--- config.mk ---
export PLATFORM = sky130hd
export DESIGN_NAME = lsbp_ctrl
export DESIGN_NICKNAME = d
export VERILOG_FILES = /design/src/design/lsbp_pkg.sv /design/src/design/lsbp_ctrl.sv
export SDC_FILE = /design/constraint.sdc
export NUM_CORES = 1
export LEC_CHECK = 0
export BUFFER_PORTS_ARGS = -buffer_cell sky130_fd_sc_hd__clkbuf_2
export CORE_AREA = 2 2 39 41
export DETAILED_ROUTE_END_ITERATION = 10
export DIE_AREA = 0 0 41 43
export PLACE_DENSITY = 0.39
export RECOVER_POWER = 25
export SLEW_MARGIN = 10
export SYNTH_ARGS = -nofsm -noshare
export SYNTH_HDL_FRONTEND = slang
export SYNTH_SLANG_ARGS = --single-unit
--- constraint.sdc ---
create_clock -name clk -period 2.65 [get_ports clk]
set_clock_uncertainty 0.15 [all_clocks]
set_input_delay 0.265 -clock clk [delete_from_list [all_inputs] [get_ports clk]]
set_output_delay 0.265 -clock clk [all_outputs]
set_load 0.01 [all_outputs]
--- src/design/lsbp_pkg.sv ---
// ----------------------------------------------------------------------------
// lsbp_pkg: shared definitions for the lsb-first bit packer
// request and status codes, field widths and controller/datapath handshake
// ----------------------------------------------------------------------------
package lsbp_pkg;

    localparam int DEF_BUF_BYTES = 4096;

    localparam int REQ_W    = 3;
    localparam int VALUE_W  = 64;
    localparam int COUNT_W  = 7;
    localparam int SEEK_W   = 16;
    localparam int RIDX_W   = 12;
    localparam int STATUS_W = 2;
    localparam int RDATA_W  = 8;
    localparam int BITPOS_W = 16;
    localparam int BLEN_W   = 13;

    localparam int S_TDATA_W = 104;
    localparam int M_TDATA_W = 40;

    localparam logic [COUNT_W-1:0] MAX_COUNT = 7'd64;

    localparam logic [REQ_W-1:0] REQ_WRITE   = 3'd0;
    localparam logic [REQ_W-1:0] REQ_REALIGN = 3'd1;
    localparam logic [REQ_W-1:0] REQ_SEEK    = 3'd2;
    localparam logic [REQ_W-1:0] REQ_READ    = 3'd3;
    localparam logic [REQ_W-1:0] REQ_TAKE    = 3'd4;

    localparam logic [STATUS_W-1:0] ST_OK        = 2'd0;
    localparam logic [STATUS_W-1:0] ST_SEEK_PAST = 2'd1;
    localparam logic [STATUS_W-1:0] ST_OVERFLOW  = 2'd2;

    typedef struct packed {
        logic load;
        logic decode;
        logic step;
        logic finish;
    } lsbp_cmd_t;

    typedef struct packed {
        logic need_loop;
        logic last_step;
    } lsbp_sts_t;

endpackage

--- src/design/lsbp_ctrl.sv ---
// ----------------------------------------------------------------------------
// lsbp_ctrl: request sequencer
// steps each item through decode, the byte loop of a write and the result
// ----------------------------------------------------------------------------
module lsbp_ctrl (
    input  logic               clk,
    input  logic               rst_n,
    input  logic               s_tvalid,
    output logic               s_tready,
    output logic               m_tvalid,
    input  logic               m_tready,
    input  lsbp_pkg::lsbp_sts_t sts,
    output lsbp_pkg::lsbp_cmd_t cmd
);

    typedef enum logic [1:0] {
        ST_IDLE,
        ST_DECODE,
        ST_WRITE,
        ST_FINISH
    } state_t;

    state_t state_reg, state_next;
    logic   m_tvalid_reg, m_tvalid_next;

    assign s_tready = (state_reg == ST_IDLE);
    assign m_tvalid = m_tvalid_reg;

    always_comb
    begin
        cmd.load   = (state_reg == ST_IDLE) && s_tvalid;
        cmd.decode = (state_reg == ST_DECODE);
        cmd.step   = (state_reg == ST_WRITE);
        cmd.finish = (state_reg == ST_FINISH) && (!m_tvalid_reg || m_tready);
    end

    always_comb
    begin
        state_next    = state_reg;
        m_tvalid_next = m_tvalid_reg && !m_tready;
        unique case (state_reg)
            ST_IDLE:
            begin
                if (s_tvalid)
                begin
                    state_next = ST_DECODE;
                end
            end
            ST_DECODE:
            begin
                state_next = sts.need_loop ? ST_WRITE : ST_FINISH;
            end
            ST_WRITE:
            begin
                if (sts.last_step)
                begin
                    state_next = ST_FINISH;
                end
            end
            ST_FINISH:
            begin
                if (cmd.finish)
                begin
                    state_next    = ST_IDLE;
                    m_tvalid_next = 1'b1;
                end
            end
            default:
            begin
                state_next = ST_IDLE;
            end
        endcase
    end

    always_ff @(posedge clk or negedge rst_n)
    begin
        if (!rst_n)
        begin
            state_reg    <= ST_IDLE;
            m_tvalid_reg <= 1'b0;
        end
        else
        begin
            state_reg    <= state_next;
            m_tvalid_reg <= m_tvalid_next;
        end
    end

endmodule

* Word level (Yosys, flattened, before mapping)
Index checks and enable logic that the tools add are counted.
** Cells by class
- Add/subtract/negate cells :: 0
- Multiply operators :: 0
- Divide/modulo/power cells :: 0
- $lt $le $gt $ge :: 0
- Equal/unequal tests :: 6
- Shifts and indexed selects :: 0
- Mux-type cells :: 7
- Bitwise operators :: 0
- Reductions and logical operators :: 8
** Operators by type and width (number)
- $pmux 2 s4 :: 1
- $mux 2 :: 3
- $ne 2x2->1 const B :: 3
- $eq 2x2->1 const B :: 2
- $logic_and 1x1->1 :: 3
- $mux 1 :: 3
- $reduce_and 3->1 :: 1
- $eq 2x1->1 const B :: 1
- $logic_not 1->1 :: 2
- $logic_not 2->1 :: 1
- $logic_or 1x1->1 :: 1
** Word-level totals
- Bits in registers :: 3
- Latch bits :: 0
- Memory bits (writable) :: 0
- Bits in read-only memories :: 0
- Input bits :: 6
- Output and inout port bits :: 6
- Logic and storage cells :: 23
- Memories :: 0

* Longest topological paths before layout
Gate-level depths: netlist (run 1).
- Word-level depth :: 5
- Mapped depth :: 5
- Mapped depth without buffers :: 5

* Worst setup path before layout (run 1)
OpenSTA, ideal clock, no wires.
- Kind :: flip-flop to flip-flop
- Start point :: reg state_reg[0]
- End point :: reg state_reg[1]
- Setup time :: 125 ps
- Data arrival time :: 1311 ps
- Required time :: 2375 ps
- Path slack :: 1064 ps
- Cell stages (with the launch flop) :: 6
- Path buffers :: 0
- Period minus slack after synthesis :: 1586 ps
- Cell sequence :: dfrtp_1 inv_1 ha_1 inv_1 o221ai_4 mux2_4
** RTL lines
- start: declaration :: line lsbp_ctrl.sv:23 : state_t state_reg, state_next;
- start signal: assignment :: line lsbp_ctrl.sv:84 : state_reg <= state_next;

==> results of run 1 <==
[power by group]
group	switching, W	internal (W)	leakage (nW)	total (W)
Clock	0.0000228	0.0000564	0.0150	0.0000792
Sequential	0.0000279	0.0000716	0.0356	0.0000995
Combinational	0.000121	0.000126	0.136	0.000248
Total	0.000172	0.000254	0.187	0.000427
[cell usage after synthesis]
cell	number
mux2i_1	1
a221oi_1	1
and2_2	1
nand2b_1	1
ha_1	4
dfrtp_1	3
inv_1	4
o221ai_4	1
nor2b_1	1
nand2b_4	1
nand2_1	1
mux2_4	1
and2_1	1
[worst reg2reg max path, cell delays in order (launching register included)]
cell,delay (ns)
dfrtp_1,0.41
inv_1,0.13
ha_1,0.18
inv_1,0.07
o221ai_4,0.22
mux2_4,0.32
[cell families (layout without fill, tap and decap cells)]
kind of cell	after synthesis	after routing	synth area share [%]
AND/OR/NAND/NOR	6	6	18.0
adder cells (fa/ha/maj)	4	4	20.5
buffers and inverters	4	20	6.15
flip-flops	3	3	30.8
AO/OA/AOI/OAI	2	2	14.4
multiplexers	2	2	10.3
[final cells by class]
| cell class | instances | area (µm²) |
|---|---|---|
| clock buffer | 4 | 26.3 |
| fill | 155 | 1030 |
| inverter | 4 | 15.0 |
| sequential | 3 | 75.1 |
| multi-input combinational | 14 | 154 |
| tap | 16 | 20.0 |
| timing repair buffer | 12 | 63.8 |
[worst max-delay path by stage]
stage | to | slack [ns] | start
floorplan | state_reg[1] | 1.06 | state_reg[0]
global placement | state_reg[1] | 1.06 | state_reg[0]
detailed placement | state_reg[1] | 1.04 | state_reg[0]
CTS | cmd[3] | 0.96 | state_reg[0]
global route | cmd[3] | 0.88 | state_reg[0]
finish | cmd[3] | 0.98 | state_reg[0]
[through the flow]
stage / cells / setup WS (ns) / utilization, % / cell area (µm²)
global route: 53 / 0.884 / 25.6 / 354
global placement: 48 / 1.06 / 23.1 / 319
floorplan: 21 / 1.06 / - / 244
detailed placement: 48 / 1.04 / 23.1 / 319
CTS: 53 / 0.964 / 25.7 / 355
finish: 53 / 0.978 / 25.6 / 354
[per-layer routing]
layer	track usage (%)	up-vias	share of wire (%)	wire, µm
met5	0	-	0	0
met4	8.00	0	0	0
met3	4.71	0	14	62
met2	10.0	12	48	222
met1	7.10	91	38	174
li1	-	102	-	-
[what timing repair did]
action                    in CTS  in global routing
hold buffers                   1                  0
gates resized for setup        0                  0
hold endpoints to repair       3                  0
==> out/metrics.cfg, run 1 <==
[cts]
path_clk_slew_ns=0.04
clkLatencyLatePin_ns=0.23
cts.path.max_buffers=2
clockRootBuffer=clkbuf_4
post_cts_buffers=0
ctsHtreeMaxLevel=1
cts_tree=built
clock-sinks=3
cts_buffers=3

[yosys]
synth_cell_type_count=13
synthCells=21
synth.top_cell.area_share_pct=30.8
ys_seq_elements=3
synth_largest_area_cell=dfrtp_1
ys_seq_area_share_pct=30.8
synth_area_leaders=dfrtp_1, ha_1, o221ai_4
postSynthAreaPerCell_um2=11.6
ys.warnings.count=0
synth_fp_nets=31
synth.cell_area_um2=244

[floorplanning]
start_util_pct=17.6
core_area_um2=1380
pin_count=12
die-area_um2=1760
dieHeight_um=43
die_w_um=41
rows=14

[setup_path]
path_delay_family=flip-flops
slowest_delay_ns=0.41
start_kind=flop
reg2reg_slack_ns=1.06
ff2ff_path_depth=5
required_ns=2.24
cpMaxStageDelayCell=dfrtp_1
crit_arrival_ns=1.26
crit_type=flop to output port
path_cells=inv_1 -> ha_1 -> and2_1 -> clkbuf_2
path_depth=4
cp_num_buf_inv=2
r2r-end=state_reg[1]
cp_max_fo=4
cp-end-kind=output port
r2r_start=state_reg[0]

[sta]
rsz0062_at_grt=false
slew_viol_final=0
tightest_slew_ns=0.241
hold_viol=0
fmax_mhz=598
period_needed_ns=1.67
max_slew_margin_pct=83.9
setup_viol=0
timing.final.crit_share_pct=63.1
whs_ns=0.180
fin_setup_tns_ns=0

[worst_hold_path]
hold_start=m_tready
whs_path_depth=3
hold_path_class=primary input to flop
hold_path_end=m_tvalid

[global_routing]
grt_pass1_vias=222
grt.overflow.total=0
grt_pass1_wl_um=807
grt_max_degree=6
grtUsageTotal_pct=7.54
antenna_found_initial=0

[detailed_routing]
num_vias=205
drt-total-wl_um=458
drt_iter0_drc=3
wl_per_cell_um=8.64
first_pass_iters=2
drcViolationCount=0
ant_nets=0
vias_per_cell=3.87

[final_layout]
drive_gt1_share_pct=45.9
largest_reg_flops=2
final_common_cell=clkbuf_2
diodes=0
final_cell_mix=clkbuf_2, inv_1, ha_1, clkbuf_4, dfrtp_1
synthToLayoutAreaGrowth_pct=45.1
nNetsFinal=48

[status]
status=completed

[power]
powerDensity_nw_per_um2=1200
power_w=0.000427
leakagePower_nw=0.187
peakVddDrop_v=0.000338

[run]
maxCapViolations=0

[place]
gp_congestion=0.632
port_buffers=11

No activity file was read; power rests on OpenSTA's default activity.
==> inputs of run 2 (changes only) <==
clock period = 1.7 ns   (was 2.65 ns; I/O delays follow)
==> out/metrics.cfg, run 2 (same netlist as run 1, synthesis figures left out) <==
[power]
power_w=0.000670  ; was 0.000427 W
combinationalPowerShare_pct=57.2  ; was 58.1%
leakagePower_nw=0.187  ; unchanged
powerDensity_nw_per_um2=1890  ; was 1200 nW/µm²
peakVddDrop_v=0.000514  ; was 0.000338 V
switching_power_w=0.000274  ; was 0.000172 W
power_frac_seq_pct=23.2  ; was 23.3%
p_sw_share_pct=40.9  ; was 40.3%
power_frac_clock_pct=19.6  ; was 18.6%
internal_power_w=0.000396  ; was 0.000254 W

[detailed_routing]
vias_per_cell=3.81  ; was 3.87
wl_per_cell_um=8.98  ; was 8.64 µm
num_vias=202  ; was 205
drcViolationCount=0  ; unchanged
first_pass_iters=2  ; unchanged
drt_iter0_drc=3  ; unchanged
ant_nets=0  ; unchanged
drt-total-wl_um=476  ; was 458 µm

[final_layout]
drive_gt1_share_pct=45.9  ; unchanged
multiInputGateArea_um2=154  ; unchanged
fillerInstances=148  ; was 155
final_common_cell=clkbuf_2  ; unchanged
nNetsFinal=48  ; unchanged
diodes=0  ; unchanged
seqCellArea_um2=75.1  ; unchanged
largest_reg_flops=2  ; unchanged
synthToLayoutAreaGrowth_pct=45.1  ; unchanged
final_cells=53  ; unchanged
final_cell_mix=clkbuf_2, inv_1, ha_1, clkbuf_4, dfrtp_1  ; unchanged

[sta]
fmax_mhz=623
tightest_slew_ns=0.231  ; was 0.241 ns
fin_setup_tns_ns=0  ; unchanged
setup_viol=0  ; unchanged
max_slew_margin_pct=84.6  ; was 83.9%
period_needed_ns=1.61
timing.final.crit_share_pct=94.4
rsz0062_at_grt=false  ; unchanged
slew_viol_final=0  ; unchanged
hold_viol=0  ; unchanged

[cts]
cts_tree=built  ; unchanged
postCtsResizedCells=0  ; unchanged
cts_buffers=3  ; unchanged
clock-sinks=3  ; unchanged
clkLatencyLatePin_ns=0.24  ; was 0.23 ns
path_clk_slew_ns=0.04  ; about the same
ctsHtreeMaxLevel=1  ; unchanged
post_cts_buffers=0  ; unchanged
cts_hold_buffers=1  ; unchanged
clockRootBuffer=clkbuf_4  ; unchanged
cts.path.max_buffers=2  ; unchanged

[floorplanning]
die_w_um=41  ; unchanged
dieHeight_um=43  ; unchanged
pin_count=12  ; unchanged
start_util_pct=17.6  ; unchanged
rows=14  ; unchanged
die-area_um2=1760  ; unchanged
core_area_um2=1380  ; unchanged

[setup_path]
cp_max_fo=4  ; unchanged
cp-end-kind=flop  ; was output port
start_kind=flop  ; unchanged
crit_type=flop to flop  ; was flop to output port
crit_arrival_ns=1.57  ; was 1.26 ns
required_ns=1.67  ; was 2.24 ns

[place]
gp_congestion=0.620  ; was 0.632
port_buffers=11  ; unchanged
dp_cells=48  ; unchanged

[global_routing]
grt_pass1_wl_um=779  ; was 807 µm
grt.overflow.total=0  ; unchanged
grtUsageTotal_pct=7.44  ; was 7.54%
grt_max_degree=6  ; unchanged
antenna_found_initial=0  ; unchanged
grt_pass1_vias=218  ; was 222

[run]
maxCapViolations=0  ; unchanged

[worst_hold_path]
hold_path_class=primary input to flop  ; unchanged

[status]
status=completed  ; unchanged

==> run 2: power groups by stage <==
| stage | logic, W | registers [W] | clock network [W] |
|---|---|---|---|
| final | 0.000384 | 0.000155 | 0.000131 |
| after global routing | 0.000433 | 0.000162 | 0.000143 |
| after CTS | 0.000393 | 0.000156 | 0.000138 |
| after detailed placement | 0.000388 | 0.000157 | 0 |
| after global placement | 0.000398 | 0.000153 | 0 |
| after floorplan | 0.000286 | 0.000152 | 0 |
==> run 2: worst paths after layout <==
| check | startpoint | to | slack (ns) | cells after the start |
|---|---|---|---|---|
| worst max-delay path | state_reg[0] | state_reg[1] | 0.09 | 5 |
| worst min-delay path | m_tready | m_tvalid | 0.08 | 3 |
| worst max register to register | state_reg[0] | state_reg[1] | 0.09 | 5 |
| worst min register to register | m_tvalid | m_tvalid | 0.42 | 2 |
| max in group asynchronous | rst_n | state_reg[1] | 1.14 | 2 |
| min in group asynchronous | rst_n | m_tvalid | 0.11 | 2 |
==> run 2: cell type report <==
cell class,instances,share of cell area (%)
Timing Repair Buffer,12,18.0
Tap cell,16,5.65
Sequential cell,3,21.2
Multi-Input combinational cell,14,43.5
Inverter,4,4.24
Clock buffer,4,7.42
==> run 2: metal layers <==
metal,GRT usage [%],up-vias,part of all wire [%]
li1,-,100,-
met1,6.47,86,38
met2,10.3,12,48
met3,1.57,4,9.2
met4,12.0,0,4.0
met5,0,-,0
==> run 2: worst max-delay path, stage by stage, from the launching register on <==
cell	delay, ns
dfrtp_1	0.41
inv_1	0.13
ha_1	0.18
inv_1	0.07
o221ai_4	0.22
mux2_4	0.31
==> run 2: per-stage QoR <==
step	instance area, µm²	worst slack, ns	utilization, %	hold WS (ns)
after global placement	319	0.133	23.1	-0.174
after floorplan	244	0.114	-	-0.276
after CTS	355	0.0785	25.7	0.0784
final	354	0.0950	25.6	0.0817
after global routing	354	0.000400	25.6	0.0966
after detailed placement	319	0.0902	23.1	-0.182
